## config.mk

```make
export PLATFORM = sky130hd
export DESIGN_NAME = integer_to_decimal_ascii_core
export DESIGN_NICKNAME = d
export VERILOG_FILES = /design/src/hdl/idta_pkg.sv /design/src/hdl/idta_dabble.sv /design/src/hdl/idta_emit.sv /design/src/hdl/integer_to_decimal_ascii_core.sv
export SDC_FILE = /design/constraint.sdc
export NUM_CORES = 1
export LEC_CHECK = 0
export ABC_AREA = 1
export CAP_MARGIN = 0
export CELL_PAD_IN_SITES_DETAIL_PLACEMENT = 1
export CELL_PAD_IN_SITES_GLOBAL_PLACEMENT = 1
export CORE_ASPECT_RATIO = 0.6
export CORE_MARGIN = 2
export CORE_UTILIZATION = 43
export DETAILED_ROUTE_END_ITERATION = 8
export DONT_BUFFER_PORTS = 1
export GPL_ROUTABILITY_DRIVEN = 0
export PLACE_DENSITY_LB_ADDON = 0.1
export SYNTH_ARGS = -nofsm -noshare
export SYNTH_HDL_FRONTEND = slang
export SYNTH_HIERARCHICAL = 1
export SYNTH_SLANG_ARGS = --single-unit
```

## constraint.sdc

```tcl
create_clock -name i_clk -period 3.4 [get_ports i_clk]
set_input_delay 0.34 -clock i_clk [delete_from_list [all_inputs] [get_ports i_clk]]
set_output_delay 0.34 -clock i_clk [all_outputs]
set_load 0.05 [all_outputs]
```

## src/hdl/idta_pkg.sv

```systemverilog
// Shared types and constants for the integer to decimal ASCII formatter.
package idta_pkg;

    localparam int VALUE_WIDTH = 32;
    localparam int IN_VALUE_W  = 32;
    localparam int NUM_DIGITS  = ((VALUE_WIDTH * 1233) >> 12) + 1;
    localparam int BCD_W       = 4 * NUM_DIGITS;
    localparam int CNT_W       = $clog2(VALUE_WIDTH + 1);
    localparam int ND_W        = $clog2(NUM_DIGITS + 1);
    localparam int LEN_W       = 4;

    localparam logic       CMD_SIGNED   = 1'b0;
    localparam logic       CMD_UNSIGNED = 1'b1;
    localparam logic [7:0] ASCII_ZERO   = 8'h30;
    localparam logic [7:0] ASCII_MINUS  = 8'h2D;

    typedef logic [VALUE_WIDTH-1:0] t_mag;

    typedef struct packed {
        logic                  cmd;
        logic [IN_VALUE_W-1:0] value;
    } t_in;

    typedef struct packed {
        logic [7:0]       char_code;
        logic             last;
        logic [LEN_W-1:0] length;
    } t_out;

    typedef struct packed {
        logic             neg;
        logic [BCD_W-1:0] bcd;
    } t_bcd_xfer;

endpackage

```

## src/hdl/idta_dabble.sv

```systemverilog
// Bit-serial binary to BCD converter (shift and add-3), one input bit per cycle.
module idta_dabble (
    input  logic                i_clk,
    input  logic                i_rst_n,
    input  logic                i_start,
    input  idta_pkg::t_mag      i_mag,
    input  logic                i_neg,
    output logic                o_ready,
    output logic                o_done,
    output idta_pkg::t_bcd_xfer o_result,
    input  logic                i_take
);
    import idta_pkg::*;

    logic             r_busy;
    logic             r_done;
    logic [CNT_W-1:0] r_cnt;
    t_mag             r_bin;
    logic [BCD_W-1:0] r_bcd;
    logic             r_neg;
    logic [BCD_W-1:0] n_bcd;

    always_comb begin
        logic [BCD_W-1:0] adj;
        adj = r_bcd;
        for (int d = 0; d < NUM_DIGITS; d++) begin
            if (r_bcd[4*d +: 4] >= 4'd5) begin
                adj[4*d +: 4] = r_bcd[4*d +: 4] + 4'd3;
            end
        end
        n_bcd = {adj[BCD_W-2:0], r_bin[VALUE_WIDTH-1]};
    end

    assign o_ready         = !r_busy && !r_done;
    assign o_done          = r_done;
    assign o_result.neg    = r_neg;
    assign o_result.bcd    = r_bcd;

    always_ff @(posedge i_clk) begin
        if (!i_rst_n) begin
            r_busy <= 1'b0;
            r_done <= 1'b0;
            r_cnt  <= '0;
        end else if (r_busy) begin
            r_cnt <= r_cnt - 1'b1;
            if (r_cnt == CNT_W'(1)) begin
                r_busy <= 1'b0;
                r_done <= 1'b1;
            end
        end else if (r_done) begin
            if (i_take) begin
                r_done <= 1'b0;
            end
        end else if (i_start) begin
            r_busy <= 1'b1;
            r_cnt  <= CNT_W'(VALUE_WIDTH);
        end
    end

    always_ff @(posedge i_clk) begin
        if (r_busy) begin
            r_bcd <= n_bcd;
            r_bin <= {r_bin[VALUE_WIDTH-2:0], 1'b0};
        end else if (o_ready && i_start) begin
            r_bcd <= '0;
            r_bin <= i_mag;
            r_neg <= i_neg;
        end
    end

endmodule

```

## src/hdl/idta_emit.sv

```systemverilog
// Leading-zero scan and character output, one digit per unstalled cycle.
module idta_emit (
    input  logic                i_clk,
    input  logic                i_rst_n,
    input  logic                i_load,
    input  idta_pkg::t_bcd_xfer i_xfer,
    output logic                o_take,
    output logic                o_valid,
    output idta_pkg::t_out      o_data,
    input  logic                i_ready
);
    import idta_pkg::*;

    localparam logic [1:0] ST_IDLE = 2'd0;
    localparam logic [1:0] ST_SCAN = 2'd1;
    localparam logic [1:0] ST_SEND = 2'd2;

    logic [1:0]       r_state;
    logic [BCD_W-1:0] r_bcd;
    logic [ND_W-1:0]  r_nd;
    logic             r_neg;
    logic             r_sign;
    logic [LEN_W-1:0] r_len;
    logic [3:0]       top_digit;

    assign top_digit = r_bcd[BCD_W-1 -: 4];
    assign o_take    = (r_state == ST_IDLE) && i_load;
    assign o_valid   = (r_state == ST_SEND);

    always_comb begin
        o_data.char_code = r_sign ? ASCII_MINUS : (ASCII_ZERO + {4'd0, top_digit});
        o_data.last      = !r_sign && (r_nd == ND_W'(1));
        o_data.length    = r_len;
    end

    always_ff @(posedge i_clk) begin
        if (!i_rst_n) begin
            r_state <= ST_IDLE;
        end else begin
            unique case (r_state)
                ST_IDLE: begin
                    if (i_load) begin
                        r_state <= ST_SCAN;
                    end
                end
                ST_SCAN: begin
                    if (top_digit != 4'd0 || r_nd == ND_W'(1)) begin
                        r_state <= ST_SEND;
                    end
                end
                ST_SEND: begin
                    if (i_ready && !r_sign && r_nd == ND_W'(1)) begin
                        r_state <= ST_IDLE;
                    end
                end
                default: r_state <= ST_IDLE;
            endcase
        end
    end

    always_ff @(posedge i_clk) begin
        unique case (r_state)
            ST_IDLE: begin
                if (i_load) begin
                    r_bcd <= i_xfer.bcd;
                    r_neg <= i_xfer.neg;
                    r_nd  <= ND_W'(NUM_DIGITS);
                end
            end
            ST_SCAN: begin
                if (top_digit != 4'd0 || r_nd == ND_W'(1)) begin
                    r_sign <= r_neg;
                    r_len  <= LEN_W'(r_nd) + LEN_W'(r_neg);
                end else begin
                    r_bcd <= {r_bcd[BCD_W-5:0], 4'd0};
                    r_nd  <= r_nd - 1'b1;
                end
            end
            ST_SEND: begin
                if (i_ready) begin
                    if (r_sign) begin
                        r_sign <= 1'b0;
                    end else begin
                        r_bcd <= {r_bcd[BCD_W-5:0], 4'd0};
                        r_nd  <= r_nd - 1'b1;
                    end
                end
            end
            default: ;
        endcase
    end

endmodule

```

## src/hdl/integer_to_decimal_ascii_core.sv

```systemverilog
// Top level of the integer to decimal ASCII formatter.
//
// Input channel (i_in_valid / o_in_ready / i_in_data): one transaction is one
// 32-bit value plus a cmd bit (0 = signed, 1 = unsigned).
// Output channel (o_out_valid / i_out_ready / o_out_data): one transaction per
// character, most significant first, '-' first for negative signed values.
// Every character carries the run length; last marks the final character.
//
// A value passes through the bit-serial BCD converter, is handed over to the
// output stage, is scanned there for leading zeros, and then leaves one
// character per cycle while the receiver is ready. The converter shift loop
// sets the throughput while the receiver keeps up: it is ready for the next
// value in the cycle after handing over, so converting and sending overlap.
//
// Reset (synchronous, active low) drops any value in flight. When the
// receiver stalls, the current character holds and the converter holds its
// finished result, after which o_in_ready stays low.
module integer_to_decimal_ascii_core (
    input  logic           i_clk,
    input  logic           i_rst_n,
    input  logic           i_in_valid,
    output logic           o_in_ready,
    input  idta_pkg::t_in  i_in_data,
    output logic           o_out_valid,
    input  logic           i_out_ready,
    output idta_pkg::t_out o_out_data
);
    import idta_pkg::*;

    t_mag      raw;
    t_mag      mag;
    logic      neg;
    logic      conv_done;
    logic      emit_take;
    t_bcd_xfer xfer;

    always_comb begin
        raw = t_mag'(i_in_data.value);
        neg = (i_in_data.cmd == CMD_SIGNED) && raw[VALUE_WIDTH-1];
        mag = neg ? (~raw + 1'b1) : raw;
    end

    idta_dabble u_dabble (
        .i_clk    (i_clk),
        .i_rst_n  (i_rst_n),
        .i_start  (i_in_valid),
        .i_mag    (mag),
        .i_neg    (neg),
        .o_ready  (o_in_ready),
        .o_done   (conv_done),
        .o_result (xfer),
        .i_take   (emit_take)
    );

    idta_emit u_emit (
        .i_clk   (i_clk),
        .i_rst_n (i_rst_n),
        .i_load  (conv_done),
        .i_xfer  (xfer),
        .o_take  (emit_take),
        .o_valid (o_out_valid),
        .o_data  (o_out_data),
        .i_ready (i_out_ready)
    );

endmodule

```

# Word-level counts from Yosys, hierarchy flattened

Cells that the tools add are included.

Register bits: 133
Output and inout port bits: 15

Add/subtract/negate cells: 15
Muxes and demuxes: 44
Bitwise operators: 3
Reduce and logical (&&, ||, !) cells: 24
Eq/ne operators: 12
Order comparisons: 10

Operators with widths:

| cell                                                                                | count |
|---|---|
| 40-bit two-way mux                                                                  | 6 |
| 40-bit case mux with 3 select lines                                                 | 1 |
| 32-bit two-way mux                                                                  | 3 |
| 4-bit two-way mux                                                                   | 13 |
| 4-bit by 3-bit greater-or-equal comparator with 1-bit output, second input constant | 10 |
| 4-bit by 2-bit adder with 4-bit output, second input constant                       | 9 |
| 32-bit by 1-bit adder with 32-bit output, second input constant                     | 1 |
| 32-bit NOT                                                                          | 1 |
| 6-bit two-way mux                                                                   | 3 |
| 4-bit case mux with 3 select lines                                                  | 1 |
| 1-bit two-way mux                                                                   | 10 |
| 8-bit two-way mux                                                                   | 1 |
| 2-bit by 1-bit != test with 1-bit output, second input constant                     | 4 |
| 2-bit != test, second input constant                                                | 4 |
| 2-bit AND reduction                                                                 | 4 |
| 6-bit by 4-bit adder with 7-bit output, first input constant                        | 1 |
| 1-bit logical AND                                                                   | 7 |
| 6-bit by 1-bit equality test with 1-bit output, second input constant               | 1 |
| 2-bit two-way mux                                                                   | 3 |
| 2-bit case mux with 3 select lines                                                  | 1 |
| 3-bit AND reduction                                                                 | 2 |
| 2-bit nonzero test                                                                  | 3 |
| 6-bit by 1-bit subtractor with 6-bit output, second input constant                  | 1 |
| 5-bit AND reduction                                                                 | 1 |
| 14 further kinds                                                                    | 17 |

# Longest topological paths before layout

Word-level depth: 5
Depth in mapped cells: 11

# Hierarchy

The synthesis kept the hierarchy.

Modules (own cells, without submodules):

| module                        | sequential area each (µm²) | cells an instance | area an instance (µm²) | times used |
|---|---|---|---|---|
| idta_dabble                   | 2342.2                     | 515               | 4345.4                 | 1 |
| idta_emit                     | 1541.5                     | 252               | 2462.4                 | 1 |
| integer_to_decimal_ascii_core | 0.0                        | 229               | 1038.5                 | 1 |

# Worst setup path after synthesis

Ideal clock, no wire load.

Kind: register to register
Start: register u_emit.r_state[0]
End: register u_emit.r_bcd[0], enable pin
Arrival time: 2.988 ns
Setup slack: -0.033 ns
Path buffers: 0
Stages on the path, launching flop included: 6
Period minus slack after synthesis: 3.433 ns
Data required time: 2.954 ns
Cells stage by stage: dfxtp_1 inv_1 ha_1 nand2_1 nand3_1 nor2_1

Cells in the longest elaborated chain, start to end: 3

RTL lines:

| what                                            | line                                | source |
|---|---|---|
| start, declared                                 | idta_emit.sv:18                     | `logic [1:0] r_state;` |
| start signal, assigned                          | idta_emit.sv:38                     | `r_state <= ST_IDLE;` |
| start signal, assigned                          | idta_emit.sv:43                     | `r_state <= ST_SCAN;` |
| start signal, assigned                          | idta_emit.sv:48                     | `r_state <= ST_SEND;` |
| 2-bit equality test *                           | n/a                                 |  |
| named net o_out_valid                           | integer_to_decimal_ascii_core.sv:24 | `output logic o_out_valid,` |
| 2-bit != test (no line) (tied with other cells) | n/a                                 |  |
| 5-bit AND reduction (no line) *                 | n/a                                 |  |
| end signal, assigned                            | idta_emit.sv:65                     | `r_bcd <= i_xfer.bcd;` |
| end signal, assigned                            | idta_emit.sv:75                     | `r_bcd <= {r_bcd[BCD_W-5:0], 4'd0};` |
| end signal, assigned                            | idta_emit.sv:84                     | `r_bcd <= {r_bcd[BCD_W-5:0], 4'd0};` |
| end, declared                                   | idta_emit.sv:19                     | `logic [BCD_W-1:0] r_bcd;` |

The timed path passes the listed nets; every way through them passes the cells marked *.
A chain may end at the register's enable or synchronous reset.

==> flow_metrics.py <==
metrics = {
    "floorplanning": {
        "die_w_um": 178.4,
        "rows": 38,
        "design.core.area_um2": 17970,
        "die_h_um": 108.6,
        "io_pins": 52,
        "fp.dieArea_um2": 19380,
        "start_util_pct": 43.66,
    },
    "detailed_routing": {
        "drt_wl_total_mm": 19.15,
        "ant_nets": 0,
        "drc_errors": 0,
        "routed-via-count": 6024,
        "via_per_inst": 4.839,
        "wl_per_cell_um": 15.38,
        "first_pass_iters": 5,
        "drtIter0Drc": 456,
    },
    "run": {
        "maxCapViolations": 0,
    },
    "power_and_ir_drop": {
        "pwr-share-clk_pct": 27.9,
        "p_int_mw": 3.794,
        "power_frac_seq_pct": 44.2,
        "power.density_nw_per_um2": 707.4,
        "ir_drop_mv": 0.3986,
        "power_frac_comb_pct": 27.9,
        "p_sw_mw": 2.259,
        "switching_share_pct": 37.31,
        "power.leakage_nw": 3.883,
    },
    "timing": {
        "tns_ns": 0,
        "slew_headroom_pct": 40.34,
        "max_freq_mhz": 432.0,
        "setup_viol": 0,
        "finalCritPeriodShare_pct": 68.09,
        "drv_slew": 0,
        "hold_viol_final": 0,
        "tightest_slew_ns": 0.8916,
        "layout_min_cycle_time_ns": 2.315,
        "clock_skew_ns": 0.01517,
        "rsz0062_at_grt": "false",
    },
    "min_path": {
        "holdCritStartpoint": "i_rst_n",
        "hold_class": "input port to flop",
    },
    "final_layout": {
        "fin_nets": 1062,
        "n_antenna_cell": 0,
        "synthToLayoutAreaGrowth_pct": 9.058,
        "multi_input_area_um2": 3381,
        "stdcell_area_um2": 8557,
        "drive_above_1_share_pct": 6.269,
        "nFillCells": 2240,
        "regArea_um2": 3885,
    },
    "critical_path": {
        "cp_slowest_cell": "nor2_1",
        "path_cells": "inv_1 > ha_1 > nand2_2 > nor2_1",
        "start_kind": "flop",
        "r2r_slack_ns": 1.12,
        "crit_path_max_incr_delay_ns": 0.69,
        "crit_arrival_ns": 1.98,
        "crit_fanout": 4,
        "worst-setup-path-type": "flop to primary output",
        "path_delay_family": "simple AND/OR/NAND/NOR gates",
        "crit_buf_inv": 1,
        "cp_data_required_time_ns": 3.06,
        "r2r_start": "u_emit/r_state[0]",
        "cp-startpoint": "u_emit/r_nd[1]",
        "end_kind": "primary output",
    },
    "clocking": {
        "cts_tree": "built",
        "cts_buffers": 17,
        "cts.sinks": 133,
        "ctsResizeCount": 0,
        "cts.clk_slew.worst_paths_ns": 0.06,
        "clk_path_buf_depth": 2,
        "hold_buffers": 0,
        "cts-root-buf": "clkbuf_16",
        "clk_latency_ns": 0.42,
        "post_cts_buffers": 0,
        "h-tree-depth": 4,
    },
    "yosys": {
        "synth_top_area_share_pct": 46.69,
        "yosys.area.top_type": "edfxtp_1",
        "yosys_warnings": 6,
        "ys.flop_type": "edfxtp_1",
        "synthMostInstantiatedCell": "nand2_1",
        "syn-cell-area_um2": 7846,
        "ys_ff_latch": 133,
        "yosysSeqAreaShare_pct": 49.50,
        "async_reset_ff_share_pct": 0,
        "synthCells": 996,
        "avgSynthCellArea_um2": 7.878,
        "synth_edf_count": 122,
        "synthTopCellsByArea": "edfxtp_1 47%, nand2_1 19%, nor2_1 7.2%",
        "yosys-top-cells-count": "398 x nand2_1, 151 x nor2_1, 122 x edfxtp_1",
        "synth_cell_types": 35,
    },
    "placement": {
        "dpl.hpwl_mm": 13.90,
        "placed_area_um2": 8026,
        "io_buffers": 0,
    },
    "grt": {
        "grt_max_degree": 46,
        "grt_overflow": 0,
        "grt_pass1_vias": 6134,
        "track_usage_pct": 21.31,
        "grt_pass1_wl_mm": 31.64,
        "antenna_found_initial": 0,
    },
    "run_status": {
        "status": "finished, final reports clean",
    },
}
[power by group through the flow]
stage          clock network [mW]  logic [mW]  registers [mW]
6_report                     1.69        1.69            2.67
5_1_grt                      1.80        1.95            2.72
4_1_cts                      1.73        1.72            2.68
3_5_place_dp                    0        1.71            2.71
3_3_place_gp                    0        1.66            2.69
2_1_floorplan                   0        1.34            2.63
[registers in the layout (all words and copies together), names as in the netlist]
| register | cells |
|---|---|
| u_dabble/r_busy | 1 |
| u_dabble/r_bin | 32 |
| u_dabble/r_bcd | 40 |
| u_emit/r_sign | 1 |
| u_dabble/r_cnt | 6 |
| u_emit/r_len | 4 |
| u_emit/r_bcd | 40 |
| u_emit/r_state | 2 |
| u_dabble/o_done | 1 |
| u_emit/r_nd | 4 |
| u_dabble/r_neg | 1 |
| u_emit/r_neg | 1 |
[stage by stage]
| stage | power [mW] | cells | setup WS, ns | hold slack [ns] | utilization (%) |
|---|---|---|---|---|---|
| after floorplan | 3.971 | 997 | 0.6563 | 0.4459 | - |
| after global placement | 4.352 | 1214 | 1.182 | 0.4565 | 44.66 |
| after detailed placement | 4.413 | 1214 | 1.113 | 0.4584 | 44.66 |
| after CTS | 6.124 | 1245 | 1.058 | 0.01366 | 47.61 |
| after global routing | 6.473 | 1245 | 0.9696 | 0.01239 | 47.61 |
| final | 6.053 | 1245 | 1.085 | 0.03366 | 47.61 |
[worst paths after layout]
check / to / cells after the start
setup reg to reg: u_emit/r_bcd[16] / 6
hold reg to reg: u_emit/r_neg / 0
setup / recovery: o_out_data[4] / 4
hold / removal: u_emit/r_state[1] / 2
[kinds of logic (layout without fill, tap and decap cells)]
| group | count (synthesis) | after routing | synth area share, % |
|---|---|---|---|
| buffers and inverters | 137 | 145 | 7.654 |
| XOR/XNOR | 17 | 17 | 1.898 |
| AO/OA/AOI/OAI | 65 | 65 | 4.465 |
| adder cells (fa/ha/maj) | 32 | 32 | 5.103 |
| flip-flops | 133 | 133 | 49.50 |
| AND/OR/NAND/NOR | 610 | 610 | 31.29 |
| other | 2 | 3 | 0.09571 |
[layout by cell type (no fill, tap or decap), types with 2 or more instances in the layout]
cell	n
nand2_1	397
nand4_1	4
nand2_2	2
a21oi_1	19
o211ai_1	6
o21ai_1	3
inv_4	2
nor2_2	10
clkinvlp_4	4
clkinv_4	3
xor2_1	10
conb_1	3
xnor2_1	7
inv_1	106
dfxtp_1	10
edfxtp_1	122
nand2_4	2
inv_6	4
inv_2	2
ha_1	32
clkbuf_16	17
nand3_1	33
o21ai_0	34
nor2_4	6
buf_4	3
nor2_1	150
[metal layers]
| metal | share of wire (%) | GRT usage, % | vias to the layer above |
|---|---|---|---|
| met4 | 1.0 | 6.388 | 0 |
| met1 | 56 | 32.92 | 2801 |
| met2 | 39 | 29.32 | 85 |
| li1 | - | - | 3126 |
| met3 | 4.2 | 4.881 | 12 |
| met5 | 0 | 0 | - |
[worst register-to-register path: cells and delay by family (launching register included)]
kind	cells	cell delay, ns
and+or+nand+nor	3	0.47
buffers and inverters	2	0.60
DFF	1	0.39
adders and majority gates	1	0.43
[final cells by class]
| class | instances | share of cell area, % |
|---|---|---|
| clock buffers | 17 | 4.971 |
| inverters | 110 | 4.884 |
| multi-input cells | 727 | 39.51 |
| well taps | 240 | 3.509 |
| flip-flops and latches | 133 | 45.40 |
| clock inverters | 14 | 1.228 |
| repair buffers | 4 | 0.4971 |
Power figures use the tool's default switching activity.
